$ cat src/hw/rtl/ttce_pkg.sv
// Shared types, constants and helpers for the text terminal character engine.
package ttce_pkg;

    localparam int COLUMNS  = 80;
    localparam int ROWS     = 25;
    localparam int TAB_STOP = 8;
    localparam int CELLS    = ROWS * COLUMNS;

    localparam int ROW_W  = 5;
    localparam int COL_W  = 7;
    localparam int ADDR_W = $clog2(CELLS);
    localparam int LOC_W  = 11;

    localparam int QDEPTH = 2;
    localparam int QPTR_W = (QDEPTH > 1) ? $clog2(QDEPTH) : 1;
    localparam int QCNT_W = $clog2(QDEPTH + 1);

    localparam logic [7:0] BLANK_CHAR  = 8'h20;
    localparam logic [7:0] RESET_COLOR = 8'h0F;
    localparam logic [7:0] CH_BS       = 8'h08;
    localparam logic [7:0] CH_TAB      = 8'h09;
    localparam logic [7:0] CH_LF       = 8'h0A;
    localparam logic [7:0] CH_CR       = 8'h0D;
    localparam logic [7:0] PRINT_LO    = 8'h20;
    localparam logic [7:0] PRINT_HI    = 8'h7F;

    localparam logic FUNC_PUT  = 1'b0;
    localparam logic FUNC_READ = 1'b1;

    typedef enum logic [2:0] {
        OP_NOP,
        OP_CR,
        OP_LF,
        OP_BS,
        OP_TAB,
        OP_PRINT,
        OP_READ,
        OP_READ_OOR
    } op_t;

    typedef enum logic [1:0] {
        ST_CLEAR,
        ST_RUN,
        ST_READ,
        ST_BLANK
    } back_state_t;

    typedef struct packed {
        op_t              op;
        logic [7:0]       code;
        logic [ROW_W-1:0] row;
        logic [COL_W-1:0] col;
    } item_t;

    // Map a screen row onto the circular row store.
    function automatic logic [ROW_W-1:0] phys_row(input logic [ROW_W-1:0] r,
                                                  input logic [ROW_W-1:0] top);
        logic [ROW_W:0] sum;
        sum = {1'b0, r} + {1'b0, top};
        if (sum >= (ROW_W+1)'(ROWS)) begin
            sum = sum - (ROW_W+1)'(ROWS);
        end
        return sum[ROW_W-1:0];
    endfunction

    function automatic logic [ADDR_W-1:0] cell_addr(input logic [ROW_W-1:0] prow,
                                                    input logic [COL_W-1:0] col);
        logic [ADDR_W-1:0] base;
        base = ADDR_W'(prow) * ADDR_W'(COLUMNS);
        return base + ADDR_W'(col);
    endfunction

endpackage

$ cat src/hw/rtl/ttce_fifo.sv
// Short queue of decoded items between the front and back parts.
module ttce_fifo (
    input  logic            aclk,
    input  logic            aresetn,
    input  logic            in_valid,
    output logic            in_ready,
    input  ttce_pkg::item_t in_item,
    output logic            out_valid,
    input  logic            out_pop,
    output ttce_pkg::item_t out_item
);

    ttce_pkg::item_t                 entry_reg [ttce_pkg::QDEPTH];
    logic [ttce_pkg::QPTR_W-1:0]     wr_ptr_reg, wr_ptr_next;
    logic [ttce_pkg::QPTR_W-1:0]     rd_ptr_reg, rd_ptr_next;
    logic [ttce_pkg::QCNT_W-1:0]     count_reg, count_next;
    logic                            push, pop;

    assign in_ready  = count_reg < ttce_pkg::QCNT_W'(ttce_pkg::QDEPTH);
    assign out_valid = count_reg != '0;
    assign out_item  = entry_reg[rd_ptr_reg];
    assign push      = in_valid && in_ready;
    assign pop       = out_pop && out_valid;

    always_comb begin
        wr_ptr_next = wr_ptr_reg;
        rd_ptr_next = rd_ptr_reg;
        count_next  = count_reg;
        if (push) begin
            wr_ptr_next = (wr_ptr_reg == ttce_pkg::QPTR_W'(ttce_pkg::QDEPTH - 1)) ?
                          '0 : wr_ptr_reg + 1'b1;
        end
        if (pop) begin
            rd_ptr_next = (rd_ptr_reg == ttce_pkg::QPTR_W'(ttce_pkg::QDEPTH - 1)) ?
                          '0 : rd_ptr_reg + 1'b1;
        end
        if (push && !pop) begin
            count_next = count_reg + 1'b1;
        end else if (pop && !push) begin
            count_next = count_reg - 1'b1;
        end
    end

    always_ff @(posedge aclk) begin
        if (!aresetn) begin
            wr_ptr_reg <= '0;
            rd_ptr_reg <= '0;
            count_reg  <= '0;
        end else begin
            wr_ptr_reg <= wr_ptr_next;
            rd_ptr_reg <= rd_ptr_next;
            count_reg  <= count_next;
        end
        if (push) begin
            entry_reg[wr_ptr_reg] <= in_item;
        end
    end

endmodule

$ cat config.mk
export PLATFORM = sky130hd
export DESIGN_NAME = ttce_fifo
export DESIGN_NICKNAME = d
export VERILOG_FILES = /design/src/hw/rtl/ttce_pkg.sv /design/src/hw/rtl/ttce_fifo.sv
export SDC_FILE = /design/constraint.sdc
export NUM_CORES = 1
export LEC_CHECK = 0
export BUFFER_PORTS_ARGS = -buffer_cell sky130_fd_sc_hd__buf_2
export CORE_MARGIN = 2
export CORE_UTILIZATION = 50
export CTS_CLUSTER_DIAMETER = 200
export DETAILED_ROUTE_END_ITERATION = 8
export PLACE_DENSITY_LB_ADDON = 0.2
export SYNTH_ARGS = -nofsm -noshare
export SYNTH_HDL_FRONTEND = slang
export SYNTH_SLANG_ARGS = --single-unit
$ cat constraint.sdc
create_clock -name aclk -period 1.88 [get_ports aclk]
set_input_delay 0.094 -clock aclk [delete_from_list [all_inputs] [get_ports aclk]]
set_output_delay 0.094 -clock aclk [all_outputs]
set_load 0.005 [all_outputs]
; ---- Word-level counts from Yosys, hierarchy flattened
; Memories as Yosys holds them, arrays and structs flattened. A register that Yosys moved wholly into a read port is not among the register bits.
; Index checks and enable logic that the tools add are counted.
[word_totals]
regBits = 4
mem_bits_rw = 46
in_bits = 27
output_inout_bits = 25
elab_cells = 25
mem_count = 1
[mem_list]
columns = name, depth, width, read_ports, rd_clocked_by_memory_dff, wr, line
row1 = entry_reg, 2, 23, 1, 1, 1, ttce_fifo.sv:13  ; ttce_pkg::item_t entry_reg [ttce_pkg::QDEPTH];
[classes]
n_addsub = 4
n_lt_le_gt_ge = 1
muxes = 8
n_reduce_logical = 8
[op_table]
columns = op, count
row1 = 2-to-1 mux 1 bit, 6
row2 = logical AND 1 bit, 4
row3 = 2-to-1 mux 2 bit, 2
row4 = nonzero test 2 bit, 2
row5 = adder 1 bit (second input constant), 2
row6 = adder 2 x 1 -> 2 bit (second input constant), 1
row7 = zero test 1 bit, 2
row8 = less-than comparator 2 bit (second input constant), 1
row9 = subtractor 2 x 1 -> 2 bit (second input constant), 1

; ---- Depth between registers and ports, before layout
[logic_depth]
ltp_word = 6
depth_mapped = 5
mapped_depth_nobuf = 5

; ---- Worst setup path after synthesis
; OpenSTA, ideal clock, no wires.
[synth_timing]
path_kind = reg2reg
start = register count_reg[1] in the netlist's numbering
end = memory entry_reg[1][0] in the netlist's numbering (enable)
setup_ps = 382
arrival_time_ps = 1147
t_required_ps = 1498
path_slack_ps = 352
path_stages_with_launch = 3
path_buffers = 0
synth_period_minus_slack_ps = 1528
path_cell_list = dfxtp_1 > nor2b_1 > and2_1
[synth_via]
elab_chain_cells = 4
[synth_rtl]
columns = item, line
row1 = start: declaration, ttce_fifo.sv:16  ; logic [ttce_pkg::QCNT_W-1:0] count_reg, count_next;
row2 = start signal: assignment, ttce_fifo.sv:52  ; count_reg <= count_next;
row3 = less-than comparator 2 bit, ttce_fifo.sv:19  ; assign in_ready = count_reg < ttce_pkg::QCNT_W'(ttce_pkg::QDEPTH);
row4 = logical AND 1 bit, ttce_fifo.sv:22  ; assign push = in_valid && in_ready;
row5 = via push, ttce_fifo.sv:17  ; logic push, pop;
row6 = 2-to-1 mux 1 bit, ttce_fifo.sv:54  ; if (push) begin
row7 = 2-to-1 mux 1 bit (not written as such), ttce_fifo.sv:55  ; entry_reg[wr_ptr_reg] <= in_item;
row8 = end: declaration, ttce_fifo.sv:13
; The timed path passes the listed nets, and every way through them passes these cells.

; ---- Worst setup path in the final report
[layout_timing]
start = register count_reg[1] in the netlist's numbering
end = register count_reg[1] in the netlist's numbering
[layout_via]
elab_chain_cells = 5
elab_cells_between_ends = 13
classes_between = add/sub (2) / order compare (1) / mux (2) / reduce/logical (8)
[layout_rtl]
columns = item, line
row1 = less-than comparator 2 bit or nonzero test 2 bit (tied branches), "ttce_fifo.sv:19, ttce_fifo.sv:20"
row2 = "logical AND 1 bit, on equally long branches", "ttce_fifo.sv:22, ttce_fifo.sv:23"
row3 = "zero test 1 bit, on equally long branches", "ttce_fifo.sv:39, ttce_fifo.sv:37"
row4 = "logical AND 1 bit, on equally long branches", "ttce_fifo.sv:39, ttce_fifo.sv:37"
row5 = nonzero test 2 bit (no line) or 2-to-1 mux 2 bit (tied branches), -
; Parallel ways exist; a longest one is shown, timed or not. The select of a mux whose other input is x is not followed.
; A chain may end at the register's enable or synchronous reset.

==> qor.csv <==
stage,metric,value,unit
yosys,syn_inst,94,
drt,vias_per_cell,4.661,
floorplan,die_h,65.25,um
floorplan,die_w,65.25,um
drt,routed_wl,2.951,mm
timing,finalSetupViolCount,0,
floorplan,rows,22,
worst_setup_path,cp_max_fo,6,
worst_setup_path,r2r_slack,0.35,ns
timing,slew_headroom,0.7479,
cts,clockBufferDepth,2,
worst_setup_path,cp_slowest_cell,or3_1,
cts,clk_pin_slew,0.08,ns
drt,dr_total_vias,1058,
worst_setup_path,critPathCaptureType,flip-flop,
timing,max_freq,652.6,MHz
placement,dpl-instance-area,2231,sq um
floorplan,start_util,0.5162,
floorplan,core_area,3633,sq um
min_path,hold_start,aresetn,
grt,grt_first_pass_wirelength,4.830,mm
power,p_leak,0.0009726,uW
layout,largest_register_ffs,46,
drt,dr.first_iter.drc_count,46,
power,peakVddDrop,0.0008040,V
timing,hold_viol,0,
worst_setup_path,rr_startpoint,count_reg[1],
placement,portBuffers,51,
drt,drcViolationCount,0,
worst_setup_path,path_buf_inv,0,
cts,root_buffer,clkbuf_8,
layout,multi_input_area,380.4,sq um
grt,grt_max_degree,18,
timing,fin_crit_sh,0.8151,
yosys,ys_ff_latch,51,
worst_setup_path,critical_path_class,reg2reg,
power,finalPower,2888,uW
grt,grt_use_total,0.1549,
timing,rsz0062_at_grt,no,
timing,clock_skew,0.002298,ns
yosys,synth-seq-area-share,0.7899,
placement,hpwl,2.002,mm
drt,postRouteAntennaNets,0,
layout,final_nets,206,
drt,dr.pass1.iters,4,
placement,place_congestion,0.6460,
worst_setup_path,required,2.10,ns
outcome,status,"complete, no violations",
cts,cts_max_level,2,
min_path,hold_depth,2,
timing,fin_crit,1.532,ns
drt,post_drt_wl_per_cell,13.00,um
cts,cts_resized,0,
floorplan,dieArea,4257,sq um
worst_setup_path,arrival,1.75,ns
yosys,avgSynthCellArea,19.95,sq um
cts,clock-sinks,51,
layout,drive_gt1_frac,0.4749,
layout,mostFrequentLayoutCells,"buf_2 (51), edfxtp_1 (46), mux2_2 (23), dlygate4sd3_1 (23)",
cts,cts_buffers,5,
timing,final.setup.tns,0,ns
layout,postLayoutCellArea,2541,sq um
worst_setup_path,cpPeakStageDelay,0.37,ns
grt,antenna_found_initial,0,
worst_setup_path,worst_r2r_endpoint,count_reg[1],
yosys,netlist_area,1876,sq um
grt,grt_pass1_vias,1153,
timing,drv_slew,0,
floorplan,ioPinCount,52,
timing,tightest_slew,0.3781,ns
power,power_density,1136,nW/um^2
run,timing.max_cap.violations,0,
layout,mostFrequentLayoutCell,buf_2,
layout,fillers,288,
worst_setup_path,crit_path_cell_trace,o21ai_1 > ha_1 > or3_1 > a21boi_1,
cts,clk_latency,0.28,ns
min_path,hp-class,in2reg,
worst_setup_path,startpoint_type,flip-flop,
yosys,yosysUniqueCellTypes,17,
layout,area_growth,35.49,%
cts,cts_setup_buffers,0,
worst_setup_path,r2r.worst_path.cells,4,
layout,antenna_cells,0,
cts,holdBufCountCts,23,
worst_setup_path,crit_family,compound AO/OA/AOI/OAI gates,
layout,seq_area,1481,sq um
cts,cts_tree,built,
yosys,yosysWarningCount,0,
min_path,min_to,wr_ptr_reg,
yosys,synth_fp_nets,122,
grt,grt_overflow,0,
worst reg2reg max path, cell delays in order, from the launching register on:
cell and delay [ns]:
dfxtp_1 0.36, o21ai_1 0.28, ha_1 0.33, or3_1 0.37, a21boi_1 0.14
synthesized netlist by cell type:
cell,number,share of area
ha_1,1,0.0067
dfxtp_1,5,0.053
and2b_1,1,0.0040
o21ai_1,1,0.0027
or2_2,1,0.0033
xnor2_1,2,0.0093
buf_2,2,0.0053
xor2_1,1,0.0047
and2_1,4,0.013
edfxtp_1,46,0.74
or3_1,1,0.0033
inv_1,1,0.0020
a21boi_1,1,0.0040
nor2b_1,2,0.0067
o21ai_0,1,0.0027
mux2_2,23,0.14
o21a_1,1,0.0040
routing by layer:
| metal | track usage | routed length, um |
|---|---|---|
| met5 | 0 | 0 |
| met4 | 0.03906 | 12 |
| met3 | 0.04795 | 138 |
| met2 | 0.2921 | 1617 |
| met1 | 0.1673 | 1183 |
per-stage QoR:
stage          worst slack [ns]  std cells    util  hold WS [ns]
2_1_floorplan            0.3518         94       -        0.1929
3_3_place_gp             0.4641        196  0.6140        0.2832
3_5_place_dp             0.3837        196  0.6140        0.2851
4_1_cts                  0.3735        227  0.6994       0.05615
5_1_grt                  0.2540        227  0.6994       0.06453
6_report                 0.3477        227  0.6994       0.06751
worst max path at each step:
stage,cells after the start,endpoint,slack [ns],startpoint
after global routing,3,entry_reg[0][3],0.25,count_reg[1]
after detailed placement,3,entry_reg[0][14],0.38,count_reg[1]
final,4,count_reg[1],0.35,count_reg[1]
after floorplan,2,entry_reg[1][0],0.35,count_reg[1]
after CTS,3,entry_reg[0][2],0.37,count_reg[1]
after global placement,3,entry_reg[0][14],0.46,count_reg[1]
where the power goes:
group	total [uW]	leakage, uW	switching, uW	internal (uW)
Clock	566	0.0000395	302	265
Sequential	1490	0.000470	58.2	1430
Combinational	833	0.000463	369	464
Total	2890	0.000973	728	2160
area by class of cell:
class                      instances  share of cell area
inverter                           1            0.001477
sequential                        51              0.5830
clock buffer                       8             0.03151
tap                               48             0.02363
multi-input combinational         40              0.1497
timing repair buffer              79              0.2107
cell families (layout without fill, tap and decap cells):
family | Yosys count | in the layout | synth area share
AND/OR/NAND/NOR | 9 | 9 | 0.03069
XOR/XNOR | 3 | 3 | 0.01401
flip-flops | 51 | 51 | 0.7899
adder cells (fa/ha/maj) | 1 | 1 | 0.006670
buffers and inverters | 3 | 88 | 0.007337
AO/OA/AOI/OAI | 4 | 4 | 0.01334
multiplexers | 23 | 23 | 0.1381
No activity file was read; power rests on OpenSTA's default activity.
