## src/hw/rtl/ttce_pkg.sv

```systemverilog
// Shared types, constants and helpers for the text terminal character engine.
package ttce_pkg;

    localparam int COLUMNS  = 80;
    localparam int ROWS     = 25;
    localparam int TAB_STOP = 8;
    localparam int CELLS    = ROWS * COLUMNS;

    localparam int ROW_W  = 5;
    localparam int COL_W  = 7;
    localparam int ADDR_W = $clog2(CELLS);
    localparam int LOC_W  = 11;

    localparam int QDEPTH = 2;
    localparam int QPTR_W = (QDEPTH > 1) ? $clog2(QDEPTH) : 1;
    localparam int QCNT_W = $clog2(QDEPTH + 1);

    localparam logic [7:0] BLANK_CHAR  = 8'h20;
    localparam logic [7:0] RESET_COLOR = 8'h0F;
    localparam logic [7:0] CH_BS       = 8'h08;
    localparam logic [7:0] CH_TAB      = 8'h09;
    localparam logic [7:0] CH_LF       = 8'h0A;
    localparam logic [7:0] CH_CR       = 8'h0D;
    localparam logic [7:0] PRINT_LO    = 8'h20;
    localparam logic [7:0] PRINT_HI    = 8'h7F;

    localparam logic FUNC_PUT  = 1'b0;
    localparam logic FUNC_READ = 1'b1;

    typedef enum logic [2:0] {
        OP_NOP,
        OP_CR,
        OP_LF,
        OP_BS,
        OP_TAB,
        OP_PRINT,
        OP_READ,
        OP_READ_OOR
    } op_t;

    typedef enum logic [1:0] {
        ST_CLEAR,
        ST_RUN,
        ST_READ,
        ST_BLANK
    } back_state_t;

    typedef struct packed {
        op_t              op;
        logic [7:0]       code;
        logic [ROW_W-1:0] row;
        logic [COL_W-1:0] col;
    } item_t;

    // Map a screen row onto the circular row store.
    function automatic logic [ROW_W-1:0] phys_row(input logic [ROW_W-1:0] r,
                                                  input logic [ROW_W-1:0] top);
        logic [ROW_W:0] sum;
        sum = {1'b0, r} + {1'b0, top};
        if (sum >= (ROW_W+1)'(ROWS)) begin
            sum = sum - (ROW_W+1)'(ROWS);
        end
        return sum[ROW_W-1:0];
    endfunction

    function automatic logic [ADDR_W-1:0] cell_addr(input logic [ROW_W-1:0] prow,
                                                    input logic [COL_W-1:0] col);
        logic [ADDR_W-1:0] base;
        base = ADDR_W'(prow) * ADDR_W'(COLUMNS);
        return base + ADDR_W'(col);
    endfunction

endpackage

```

## src/hw/rtl/ttce_front.sv

```systemverilog
// Input stage: accepts items, decodes them into operations, holds one for the queue.
module ttce_front (
    input  logic                        aclk,
    input  logic                        aresetn,
    input  logic                        s_valid,
    output logic                        s_ready,
    input  logic                        s_func,
    input  logic [7:0]                  s_char_code,
    input  logic [ttce_pkg::ROW_W-1:0]  s_read_row,
    input  logic [ttce_pkg::COL_W-1:0]  s_read_col,
    input  logic                        clearing,
    output logic                        q_valid,
    input  logic                        q_ready,
    output ttce_pkg::item_t             q_item
);

    logic            hold_valid_reg, hold_valid_next;
    ttce_pkg::item_t hold_item_reg, hold_item_next;
    ttce_pkg::item_t decoded;
    logic            s_accept;

    always_comb begin
        decoded.code = s_char_code;
        decoded.row  = s_read_row;
        decoded.col  = s_read_col;
        if (s_func == ttce_pkg::FUNC_READ) begin
            if ((s_read_row < ttce_pkg::ROW_W'(ttce_pkg::ROWS)) &&
                (s_read_col < ttce_pkg::COL_W'(ttce_pkg::COLUMNS))) begin
                decoded.op = ttce_pkg::OP_READ;
            end else begin
                decoded.op = ttce_pkg::OP_READ_OOR;
            end
        end else if (s_char_code == ttce_pkg::CH_CR) begin
            decoded.op = ttce_pkg::OP_CR;
        end else if (s_char_code == ttce_pkg::CH_LF) begin
            decoded.op = ttce_pkg::OP_LF;
        end else if (s_char_code == ttce_pkg::CH_BS) begin
            decoded.op = ttce_pkg::OP_BS;
        end else if (s_char_code == ttce_pkg::CH_TAB) begin
            decoded.op = ttce_pkg::OP_TAB;
        end else if ((s_char_code >= ttce_pkg::PRINT_LO) &&
                     (s_char_code <= ttce_pkg::PRINT_HI)) begin
            decoded.op = ttce_pkg::OP_PRINT;
        end else begin
            decoded.op = ttce_pkg::OP_NOP;
        end
    end

    // Hold off new items while the screen store is being cleared.
    assign s_ready  = !clearing && (!hold_valid_reg || q_ready);
    assign s_accept = s_valid && s_ready;
    assign q_valid  = hold_valid_reg;
    assign q_item   = hold_item_reg;

    always_comb begin
        hold_valid_next = hold_valid_reg;
        hold_item_next  = hold_item_reg;
        if (s_accept) begin
            hold_valid_next = 1'b1;
            hold_item_next  = decoded;
        end else if (q_ready) begin
            hold_valid_next = 1'b0;
        end
    end

    always_ff @(posedge aclk) begin
        if (!aresetn) begin
            hold_valid_reg <= 1'b0;
        end else begin
            hold_valid_reg <= hold_valid_next;
        end
        hold_item_reg <= hold_item_next;
    end

endmodule

```

## config.mk

```make
export PLATFORM = sky130hd
export DESIGN_NAME = ttce_front
export DESIGN_NICKNAME = d
export VERILOG_FILES = /design/src/hw/rtl/ttce_pkg.sv /design/src/hw/rtl/ttce_front.sv
export SDC_FILE = /design/constraint.sdc
export NUM_CORES = 1
export LEC_CHECK = 0
export ABC_AREA = 1
export BUFFER_PORTS_ARGS = -buffer_cell sky130_fd_sc_hd__clkbuf_2
export CAP_MARGIN = 20
export CORE_UTILIZATION = 40
export DETAILED_ROUTE_END_ITERATION = 8
export MAX_ROUTING_LAYER = met4
export PLACE_DENSITY = 0.74
export REMOVE_ABC_BUFFERS = 1
export SLEW_MARGIN = 15
export SYNTH_ARGS = -nofsm -noshare
export SYNTH_HDL_FRONTEND = slang
export SYNTH_SLANG_ARGS = --single-unit
```

## constraint.sdc

```tcl
create_clock -name aclk -period 6.3 [get_ports aclk]
set_clock_uncertainty 0.05 [all_clocks]
set_input_delay 0.315 -clock aclk [delete_from_list [all_inputs] [get_ports aclk]]
set_output_delay 0.315 -clock aclk [all_outputs]
set_load 0.01 [all_outputs]
```

# After elaboration in Yosys (flattened, before gate mapping)

Cells that the tools add are included.

Register bits after elaboration: 24
Input port bits: 26
Output and inout port bits: 25
Word-level logic and storage cells: 30

Magnitude comparators: 4
Eq/ne operators: 4
Mux-type cells: 9
Reduce and logical (&&, ||, !) cells: 8

Operators by type and width:

| kind                 | number |
|---|---|
| $eq A8 B4 Y1 const B | 4 |
| $mux W3              | 6 |
| $ge A8 B6 Y1 const B | 1 |
| $le A8 B7 Y1 const B | 1 |
| $lt A7 B7 Y1 const B | 1 |
| $lt A5 B5 Y1 const B | 1 |
| $logic_and A1 B1 Y1  | 4 |
| $mux W1              | 3 |
| $logic_not A1 Y1     | 2 |
| $reduce_bool A2 Y1   | 1 |
| $logic_or A1 B1 Y1   | 1 |

# Longest topological paths before layout

Gate-level depths: netlist of run 1.

Word-level depth: 8
Depth in mapped cells: 7
Mapped depth without buffers: 7

# Worst setup path after synthesis of run 1

No wires, ideal clock.

Path kind: register -> register
Start: register hold_valid_reg (netlist: q_valid)
End: register hold_item_reg, in the netlist q_item[0] (enable)
Setup time: 0.434 ns
Arrival time: 2.060 ns
Data required time: 5.816 ns
Slack: 3.757 ns
Stages on the path, launching flop included: 4
Buffers on the path: 0
Clock period less this slack: 2.543 ns
Cells stage by stage: dfxtp_1 inv_1 nor2_1 nor3_1

Word-level cells in the longest chain between the ends: 4

Ends and longest elaborated chain:

| element                | RTL line         | source |
|---|---|---|
| start, declared        | ttce_front.sv:17 | `logic hold_valid_reg, hold_valid_next;` |
| start signal, assigned | ttce_front.sv:70 | `hold_valid_reg <= hold_valid_next;` |
| $logic_not A1 Y1       | ttce_front.sv:50 | `assign s_ready = !clearing && (!hold_valid_reg \|\| q_ready);` |
| $logic_or A1 B1 Y1     | ttce_front.sv:50 |  |
| $logic_and A1 B1 Y1    | ttce_front.sv:50 |  |
| $logic_and A1 B1 Y1    | ttce_front.sv:51 | `assign s_accept = s_valid && s_ready;` |
| end signal, assigned   | ttce_front.sv:72 | `hold_item_reg <= hold_item_next;` |
| end, declared          | ttce_front.sv:18 | `ttce_pkg::item_t hold_item_reg, hold_item_next;` |

No other way between the ends.
A chain may end at the register's enable or synchronous reset.

# Worst setup path in the final report of run 1

Start: register hold_valid_reg (netlist: q_valid)
End: output s_ready

Word-level cells in the longest chain between the ends: 3

Ends and longest elaborated chain:

| element             | RTL line         | source |
|---|---|---|
| $logic_not A1 Y1    | ttce_front.sv:50 |  |
| $logic_or A1 B1 Y1  | ttce_front.sv:50 |  |
| $logic_and A1 B1 Y1 | ttce_front.sv:50 |  |
| end, declared       | ttce_front.sv:6  | `output logic s_ready,` |

No other way between the ends.

==> results by group, run 1 <==
Setup path
  – CP Data Arrival Time: 1090 ps
  – Critical Path Most Common Cell: nor2_1
  – Max incr delay on CP: between 300 and 400 ps
  – Startpoint types: flop
  – Max stage delay cell, worst path: dfxtp_1
  – Crit-path max FO: 3
  – Crit. End Element: output pin
  – Critical-path cell list: inv_1 > nor2_1 > nor2_1 > clkbuf_2
  – Worst Path Required: 5930 ps
  – Setup CP Type: flop to output pin

Timing
  – Setup violations, final: 0
  – Max Freq: around 0.7 GHz
  – Fin Hold WS: approximately 130 ps
  – Slew @ Worst Pin: 276 ps
  – Max-slew headroom: 0.816
  – Tcrit/Tclk final: 0.232
  – Setup Total Neg Slack: 0 ps
  – Fin. max-slew vios: 0
  – RSZ-0062 raised after global routing: no
  – Final Hold Violating Endpoints: 0
  – Final Critical Period: 1460 ps

Placement
  – Port bufs: 50
  – Placed Cells: 145
  – Gpl congestion: about 0.76
  – Detail Placement HPWL: ~1300 µm

Logic synthesis
  – Seq cells post-synth: 24
  – Top cells by count, synth: edfxtp_1 (23), inv_1 (11), nand2_1 (10)
  – Cells after Synth: 67
  – Mean Syn Cell Area: 13.4 µm²
  – EDFF count, synth: 23
  – Area contributors post-synth: edfxtp_1 (77%), inv_1 (4.6%), nand2_1 (4.2%)
  – Seq/Total Area, Yosys: 0.790
  – Post-Syn Area: ~900 µm²
  – Synth area leader: edfxtp_1
  – Count leader, synth: edfxtp_1
  – Yosys top cell area share: 0.768
  – Synth Flop Type: edfxtp_1
  – Post-synthesis cell type count: 12
  – Yosys warnings: 0
  – Asr flop ratio synth: 0

CTS
  – CTS Root Cell: clkbuf_4
  – Post_cts resized: 0
  – Hold Buf Count CTS: 0
  – CTS buffer count: 3
  – CTS clk-pin slew, worst paths: ~110 ps
  – Max Buffers Root-to-Sink: 2
  – TritonCTS clock tree: done
  – CTS sink cnt: 24
  – Clk Latency, worst-skew pair: around 300 ps
  – Post CTS Setup Buffer Count: 0
  – CTS H-Tree Depth: 1

Die
  – Die height: ~49 µm
  – IO Pins: 51
  – Core region area: between 2000 and 2500 µm²
  – Initial Util: 0.441
  – Std-Cell Rows: 16
  – Die Wd: just under 50 µm
  – Die area: 2440 µm²

Power
  – Share of total power in combinational logic: 0.114
  – Sequential Power Share: 0.659
  – Leakage power: 0.581 nW
  – Pwr Density: roughly 230 nW/µm²
  – Int Pwr: approximately 0.00022 W
  – Max IR drop VDD: between 0.0001 and 0.00015 V
  – Switching power of the nets: just under 0.00006 W
  – Sw frac: 0.212
  – Clock power frac: 0.228

Global routing
  – GRT Total Usage: 0.151
  – Initial antenna violation count: 0
  – Vias in the first global route: approximately 600
  – First-pass GRT wire length: around 2600 µm
  – Grt ovf: 0
  – Pin count of the biggest net entering global routing: 25

Layout
  – Storage element area: approximately 710 µm²
  – Layout cells sized above 1: 0.500
  – Area growth syn-to-layout: 35.9%
  – Layout Nets: 149
  – Post-Layout Cell Count: between 100 and 150
  – Diodes inserted: 0
  – Multi-input gate area: 145 µm²
  – Layout fillers: between 150 and 200

Detailed routing
  – Post-DR wirelength/cell: ~11 µm
  – ANT nets after route: 0
  – Vias per cell: approximately 4.5
  – Via Count: ~670
  – Residual DRC: 0
  – Pre-antenna DRT Iters: 4
  – Final wirelength: roughly 1600 µm
  – Iter 0 DRT Violations: 9

Flow run
  – Max-cap violations: 0

Worst hold path
  – Hold Path Class: input port to flop

Status
  – Status: finished, final reports clean
## layout by cell type, fill, tap and decap left out
cell	Yosys	routed
nand2_2	3	3
buf_4	0	1
o21ai_0	2	2
nor3_2	0	1
clkbuf_2	0	50
clkbuf_4	0	3
dfxtp_1	1	1
nand2_1	10	10
inv_1	11	11
nand3_1	3	3
nand4_1	2	2
nor2_4	1	1
edfxtp_1	23	23
clkbuf_1	0	1
inv_2	2	2
nor2_1	8	8
## power groups by stage
stage	clock (W)	combinational (W)	sequential, W
after floorplan	0	0.00000959	0.000193
after global placement	0	0.0000309	0.000188
after detailed placement	0	0.0000319	0.000189
after CTS	0.0000666	0.0000320	0.000185
after global routing	0.0000719	0.0000357	0.000185
final	0.0000638	0.0000318	0.000185
## cells by family (layout without fill, tap and decap cells)
group	count (synthesis)	in the layout	synth area share
and+or+nand+nor	28	28	0.145
DFF	24	24	0.790
buffers and inverters	13	68	0.0542
AOI/OAI and AO/OA	2	2	0.0111
## worst max-delay path: cells and delay by family (launching register included)
family	cells	cell delay [ps]
buffers and inverters	2	170
DFF	1	350
and+or+nand+nor	2	270
## per-stage QoR
| stage | total power (W) | cell area (µm²) | util | setup slack (ps) |
|---|---|---|---|---|
| floorplan | 0.000202 | 900 | - | 3760 |
| global placement | 0.000219 | 1200 | 0.586 | 5050 |
| detailed placement | 0.000220 | 1200 | 0.586 | 4950 |
| CTS | 0.000284 | 1220 | 0.599 | 4830 |
| global route | 0.000293 | 1220 | 0.599 | 4730 |
| finish | 0.000280 | 1220 | 0.599 | 4840 |
## state kept, by name (all words and copies together), names as in the netlist
signal   count
q_valid      1
q_item      23
## routing by layer
metal  global-route usage  wire length, µm  vias to the layer above
li1                     -                -                      333
met1                0.163              670                      302
met2                0.240              825                       32
met3               0.0187              100                        4
met4                0.138               49                        0
met5                    -                0                        -
## path summary, 6_finish.rpt
kind	cells after the start	end	start	slack (ps)
setup / recovery	4	s_ready	q_valid$_SDFFE_PN0P_	4840
setup reg to reg	6	q_valid$_SDFFE_PN0P_	q_valid$_SDFFE_PN0P_	5000
hold reg to reg	4	q_valid$_SDFFE_PN0P_	q_valid$_SDFFE_PN0P_	650
hold / removal	1	q_item[3]$_DFFE_PP_	s_read_col[3]	130
## final cells by class
class                      count  share of cell area
tap                           27              0.0276
inverter                      13              0.0399
clock buffer                   4              0.0215
multi-input combinational     30               0.119
timing repair buffer          51               0.211
sequential                    24               0.581
Note: power is estimated with default switching activity, not from simulation.
==> inputs of run 2 (changes only) <==
--- a/config.mk
+++ b/config.mk
@@ -5,13 +5,13 @@
 export SDC_FILE = /design/constraint.sdc
 export NUM_CORES = 1
 export LEC_CHECK = 0
-export ABC_AREA = 1
+export ABC_AREA = 0
 export BUFFER_PORTS_ARGS = -buffer_cell sky130_fd_sc_hd__clkbuf_2
 export CAP_MARGIN = 20
-export CORE_UTILIZATION = 40
+export CORE_UTILIZATION = 37
 export DETAILED_ROUTE_END_ITERATION = 8
 export MAX_ROUTING_LAYER = met4
-export PLACE_DENSITY = 0.74
+export PLACE_DENSITY = 0.73
 export REMOVE_ABC_BUFFERS = 1
 export SLEW_MARGIN = 15
 export SYNTH_ARGS = -nofsm -noshare
==> constraint.sdc (replaced) <==
create_clock -name aclk -period 1.19 [get_ports aclk]
set_clock_uncertainty 0.05 [all_clocks]
set_input_delay 0.0595 -clock aclk [delete_from_list [all_inputs] [get_ports aclk]]
set_output_delay 0.0595 -clock aclk [all_outputs]
set_load 0.01 [all_outputs]
==> results by group, run 2 <==
Logic synthesis
  – Synth area leader: edfxtp_1
  – Yosys top cell area share: 0.820
  – Post-synthesis cell type count: 18
  – Synth Flop Type: edfxtp_1
  – Cells after Synth: between 40 and 50
  – Seq cells post-synth: 24
  – Post-Syn Area: approximately 840 µm²
  – Asr flop ratio synth: 0
  – Yosys warnings: 0
  – Area contributors post-synth: edfxtp_1 (82%), dfxtp_1 (2.4%), o41ai_2 (1.9%)
  – Top cells by count, synth: edfxtp_1 (23), inv_1 (3), nor2_1 (3)
  – Count leader, synth: edfxtp_1
  – Seq/Total Area, Yosys: 0.844
  – EDFF count, synth: 23
  – Mean Syn Cell Area: between 15 and 20 µm²

Global routing
  – Pin count of the biggest net entering global routing: 17
  – Grt ovf: 0
  – Global route hottest layer: met2
  – Initial antenna violation count: 0
  – First-pass GRT wire length: between 2000 and 3000 µm
  – Grt met1 use: 0.182
  – GR Layer Usage met3: 0.0370
  – GRT Total Usage: 0.152
  – Met2 global-route usage: 0.241
  – Vias in the first global route: roughly 610

Worst hold path
  – Hold Path Class: input port to flop

Layout
  – Area growth syn-to-layout: 67.5%
  – Most frequent cells in the layout: clkbuf_2 (50), edfxtp_1 (23), dlygate4sd3_1 (22)
  – Storage element area: 711 µm²
  – Most common library cell in the layout ignoring fill and taps: clkbuf_2
  – Multi-input gate area: ~130 µm²
  – Post-Layout Cell Count: 150
  – Layout fillers: 150
  – Design Area, Final: 1410 µm²
  – Max reg flops: 23
  – Diodes inserted: 0
  – Layout cells sized above 1: 0.472
  – Layout Nets: 150

Die
  – Std-Cell Rows: 16
  – Initial Util: 0.412
  – IO Pins: 51
  – Die height: between 40 and 50 µm
  – Die area: between 2000 and 2500 µm²
  – Die Wd: around 50 µm
  – Core region area: 2040 µm²

Detailed routing
  – Residual DRC: 0
  – ANT nets after route: 0
  – Vias per cell: 4.34
  – Pre-antenna DRT Iters: 4
  – Final wirelength: approximately 1700 µm
  – Post-DR wirelength/cell: approximately 11 µm
  – Via Count: about 650
  – Iter 0 DRT Violations: 9

Timing
  – RSZ-0062 raised after global routing: no
  – Fin. max-slew vios: 0
  – Max Freq: around 0.9 GHz
  – Tcrit/Tclk final: 0.937
  – Final Hold Violating Endpoints: 0
  – Max-slew headroom: 0.767
  – Slew @ Worst Pin: roughly 350 ps
  – Setup violations, final: 0
  – Final Critical Period: about 1100 ps

Setup path
  – Crit-path max FO: 16
  – CP Data Arrival Time: approximately 1100 ps
  – Max stage delay cell, worst path: dfxtp_1
  – Startpoint types: flop
  – Critical-path cell list: nor2b_4 > nor2_2 > buf_12
  – Worst Path Required: approximately 1200 ps
  – Crit. End Element: flop
  – Max incr delay on CP: around 340 ps
  – Setup CP Type: flop to flop

Power
  – Leakage power: around 0.60 nW
  – Sequential Power Share: 0.638
  – Int Pwr: ~0.0012 W
  – Clock power frac: 0.219
  – Pwr Density: 1090 nW/µm²
  – Switching power of the nets: about 0.00031 W
  – Share of total power in combinational logic: 0.144
  – Sw frac: 0.203
  – Max IR drop VDD: slightly below 0.0007 V

CTS
  – Max Buffers Root-to-Sink: 2
  – CTS H-Tree Depth: 1
  – CTS clk-pin slew, worst paths: around 100 ps
  – Post CTS Setup Buffer Count: 0
  – CTS buffer count: 3
  – CTS sink cnt: 24
  – CTS Root Cell: clkbuf_4
  – Clk Latency, worst-skew pair: about 280 ps
  – TritonCTS clock tree: done

Flow run
  – Max-cap violations: 0

Placement
  – Port bufs: 50
  – Gpl congestion: 0.651
  – Placed Cells: 124
  – Area of placed instances: about 1200 µm²

Status
  – Status: finished, final reports clean
[run 2: cell types whose count changed after synthesis, moves of 2 or more]
cell / change
nand2b_1: +2
nand3_1: -3
nor2_1: -5
nand2_2: -3
nand2_1: -9
inv_1: -8
inv_2: -2
[run 2: worst paths after layout]
| path | startpoint | endpoint | slack, ps | cells past startpoint |
|---|---|---|---|---|
| setup reg to reg | q_valid$_SDFFE_PN0P_ | q_item[5]$_DFFE_PP_ | 80 | 3 |
| hold / removal | s_valid | q_valid$_SDFFE_PN0P_ | 10 | 3 |
| setup / recovery | q_valid$_SDFFE_PN0P_ | q_item[5]$_DFFE_PP_ | 80 | 3 |
| hold reg to reg | q_valid$_SDFFE_PN0P_ | q_valid$_SDFFE_PN0P_ | 460 | 2 |
[run 2: logic make-up after synthesis]
| group | share of synthesized area |
|---|---|
| compound gates | 0.0713 |
| xor+xnor | 0.0104 |
| buf+inv | 0.0134 |
| flops | 0.844 |
| simple gates | 0.0609 |
[run 2: per-stage QoR]
stage	total power (W)	utilization	setup slack [ps]	setup TNS, ps	hold slack [ps]
global route	0.00161	0.691	25.8	0	33.5
detailed placement	0.00116	0.566	30.1	0	196
floorplan	0.00106	-	-738	-16970	108
finish	0.00153	0.691	75.4	0	13.4
global placement	0.00116	0.566	47.5	0	195
CTS	0.00154	0.687	25.9	0	1.27
[run 2: critical path, delay by kind of cell (launching register included)]
family                 cells  cell delay [ps]
flip-flops                 1              340
AND/OR/NAND/NOR            2              280
buffers and inverters      1              170
[run 2: timing repair]
item                                    4_1_cts  5_1_grt
endpoints found under the setup margin        0       19
gates resized for setup                       0        2
endpoints found under the hold margin        22        0
hold buffers                                 22        0
[run 2: power by group through the flow]
stage	logic, W	clock network (W)	registers (W)
2_1_floorplan	0.0000371	0	0.00102
3_3_place_gp	0.000159	0	0.000997
3_5_place_dp	0.000163	0	0.000998
4_1_cts	0.000219	0.000342	0.000979
5_1_grt	0.000241	0.000383	0.000982
6_report	0.000220	0.000335	0.000978
[run 2: area by class of cell]
class / count / share of cell area
timing repair buffer: 74 / 0.353
inverter: 3 / 0.00799
tap: 27 / 0.0240
clock buffer: 4 / 0.0186
sequential: 24 / 0.504
multi-input combinational: 18 / 0.0923
[run 2: per-layer routing]
metal / part of all wire / routed length, µm / vias to the layer above
li1: - / - / 331
met1: 0.44 / 732 / 287
met2: 0.50 / 830 / 33
met3: 0.056 / 92 / 0
met4: 0 / 0 / 0
met5: 0 / 0 / -
==> inputs of run 3 (changes only) <==
--- a/config.mk
+++ b/config.mk
@@ -8,10 +8,10 @@
 export ABC_AREA = 0
 export BUFFER_PORTS_ARGS = -buffer_cell sky130_fd_sc_hd__clkbuf_2
 export CAP_MARGIN = 20
-export CORE_UTILIZATION = 37
+export CORE_UTILIZATION = 40
 export DETAILED_ROUTE_END_ITERATION = 8
 export MAX_ROUTING_LAYER = met4
-export PLACE_DENSITY = 0.73
+export PLACE_DENSITY = 0.75
 export REMOVE_ABC_BUFFERS = 1
 export SLEW_MARGIN = 15
 export SYNTH_ARGS = -nofsm -noshare
==> constraint.sdc (replaced) <==
create_clock -name aclk -period 1.05 [get_ports aclk]
set_clock_uncertainty 0.05 [all_clocks]
set_input_delay 0.0525 -clock aclk [delete_from_list [all_inputs] [get_ports aclk]]
set_output_delay 0.0525 -clock aclk [all_outputs]
set_load 0.01 [all_outputs]
==> results by group, run 3 (synthesis gave the netlist of run 2 again) <==
Detailed routing
  – Final wirelength: roughly 1900 µm
  – WL met3: 107 µm
  – Pre-antenna DRT Iters: 4
  – Top layer used by detailed routing: met4
  – ANT nets after route: 0
  – Post-DR wirelength/cell: 12.5 µm
  – Vias per cell: ~4.4
  – Residual DRC: 0
  – Met2 Wirelength: just under 1000 µm
  – Via Count: ~670
  – Met1 Wirelength: 790 µm
  – Iter 0 DRT Violations: 5

Die
  – Die area: between 2000 and 2500 µm²
  – IO Pins: 51
  – Die height: 47.9 µm
  – Initial Util: 0.429
  – Die Wd: about 48 µm
  – Core region area: between 1500 and 2000 µm²
  – Std-Cell Rows: 16

Power
  – Leakage power: slightly above 0.6 nW
  – Max IR drop VDD: just over 0.0008 V
  – Share of total power in combinational logic: 0.154
  – Sw frac: 0.210
  – Pwr Density: approximately 1200 nW/µm²
  – Int Pwr: approximately 0.0014 W
  – Clock power frac: 0.222
  – Switching power of the nets: approximately 0.00037 W
  – Sequential Power Share: 0.624

Layout
  – Layout Nets: 153
  – Most common library cell in the layout ignoring fill and taps: clkbuf_2
  – Layout fillers: around 140
  – Design Area, Final: about 1500 µm²
  – Post-Layout Cell Count: roughly 150
  – Most frequent cells in the layout: clkbuf_2 (49), edfxtp_1 (23), dlygate4sd3_1 (22)
  – Diodes inserted: 0
  – Max reg flops: 23
  – Layout cells sized above 1: 0.492
  – Area growth syn-to-layout: 73.4%
  – Final Util: 0.744

Setup path
  – Max incr delay on CP: about 340 ps
  – Max stage delay cell, worst path: dfxtp_2
  – CP Data Arrival Time: approximately 1100 ps
  – Worst Path Required: roughly 1000 ps
  – Startpoint types: flop
  – Crit. End Element: flop
  – Worst Path Buf+Inv: 1
  – Crit path max-delay family: flip-flops
  – Crit-path max FO: 6
  – Setup CP Type: flop to flop
  – Critical-path cell list: nor2b_4 > nor2_4 > clkbuf_16

CTS
  – TritonCTS clock tree: done
  – CTS clk-pin slew, worst paths: approximately 110 ps
  – CTS buffer count: 3
  – Clk Latency, worst-skew pair: ~290 ps
  – CTS sink cnt: 24
  – Max Buffers Root-to-Sink: 2
  – CTS Root Cell: clkbuf_4
  – CTS H-Tree Depth: 1

Global routing
  – Vias in the first global route: 578
  – Pin count of the biggest net entering global routing: 24
  – Grt ovf: 0
  – Initial antenna violation count: 0
  – First-pass GRT wire length: about 2400 µm
  – GRT Total Usage: 0.169

Worst hold path
  – Hold Path Class: input port to flop

Timing
  – Tcrit/Tclk final: 1.08
  – PnR worst setup slack: -83.8 ps
  – Final Hold Violating Endpoints: 0
  – Final Critical Period: 1130 ps
  – Setup violations, final: 24
  – Max-slew headroom: 0.740
  – Fin. max-slew vios: 0
  – RSZ-0062 raised after global routing: yes
  – Slew @ Worst Pin: approximately 390 ps
  – Fin Hold WS: 22.0 ps
  – Max Freq: slightly below 0.9 GHz

Placement
  – Gpl congestion: 0.729
  – Detail Placement HPWL: approximately 1200 µm
  – Placed Cells: 125
  – Port bufs: 50
  – Area of placed instances: 1160 µm²

Status
  – Failing checks: negative setup slack
  – Status: finished with violations

Flow run
  – Max-cap violations: 0
-- run 3: final timing paths --
path	end	cells past startpoint	from	slack, ps
max	q_item[2]$_DFFE_PP_	3	q_valid$_SDFFE_PN0P_	-80
min	q_valid$_SDFFE_PN0P_	3	q_ready	20
max reg2reg	q_item[2]$_DFFE_PP_	3	q_valid$_SDFFE_PN0P_	-80
min reg2reg	q_valid$_SDFFE_PN0P_	3	q_valid$_SDFFE_PN0P_	560
-- run 3: cell type report --
| class | count | area (µm²) | area share |
|---|---|---|---|
| Tap cell | 27 | 33.8 | 0.0231 |
| Inverter | 3 | 11.3 | 0.00771 |
| Multi-Input combinational cell | 18 | 135 | 0.0925 |
| Timing Repair Buffer | 77 | 542 | 0.371 |
| Sequential cell | 24 | 712 | 0.488 |
| Clock buffer | 4 | 26.3 | 0.0180 |
-- run 3: worst reg2reg max path, delay by kind of cell, from the launching register on --
family | cells | cell delay (ps)
flops | 1 | 340
simple gates | 2 | 300
buf+inv | 1 | 180
-- run 3: power by group through the flow --
stage / Clock [W] / Sequential (W) / Combinational (W)
6_report: 0.000394 / 0.00111 / 0.000274
5_1_grt: 0.000441 / 0.00111 / 0.000298
4_1_cts: 0.000404 / 0.00111 / 0.000256
3_5_place_dp: 0 / 0.00113 / 0.000188
3_3_place_gp: 0 / 0.00113 / 0.000183
2_1_floorplan: 0 / 0.00115 / 0.0000421
-- run 3: routing by layer --
layer  track usage  up-vias
met1         0.165      300
met2         0.300       33
met3        0.0491        2
li1              -      338
met4        0.0833        0
met5             -        -
-- run 3: stage by stage --
stage          setup TNS, ps  total power [W]  worst slack (ps)
6_report               -1560          0.00178             -83.8
5_1_grt                -2080          0.00185             -99.2
2_1_floorplan         -20190          0.00120              -878
3_5_place_dp           -1730          0.00132             -75.6
4_1_cts                 -798          0.00177             -51.6
3_3_place_gp           -1250          0.00131             -55.0
-- run 3: timing repair --
action                                  CTS  global route
hold buffers                             22             0
endpoints found under the setup margin   24            24
endpoints found under the hold margin    22             0
gates cloned                              0             2
pin swaps                                 1             2
gates resized for setup                   4             1
setup buffers                             0             0
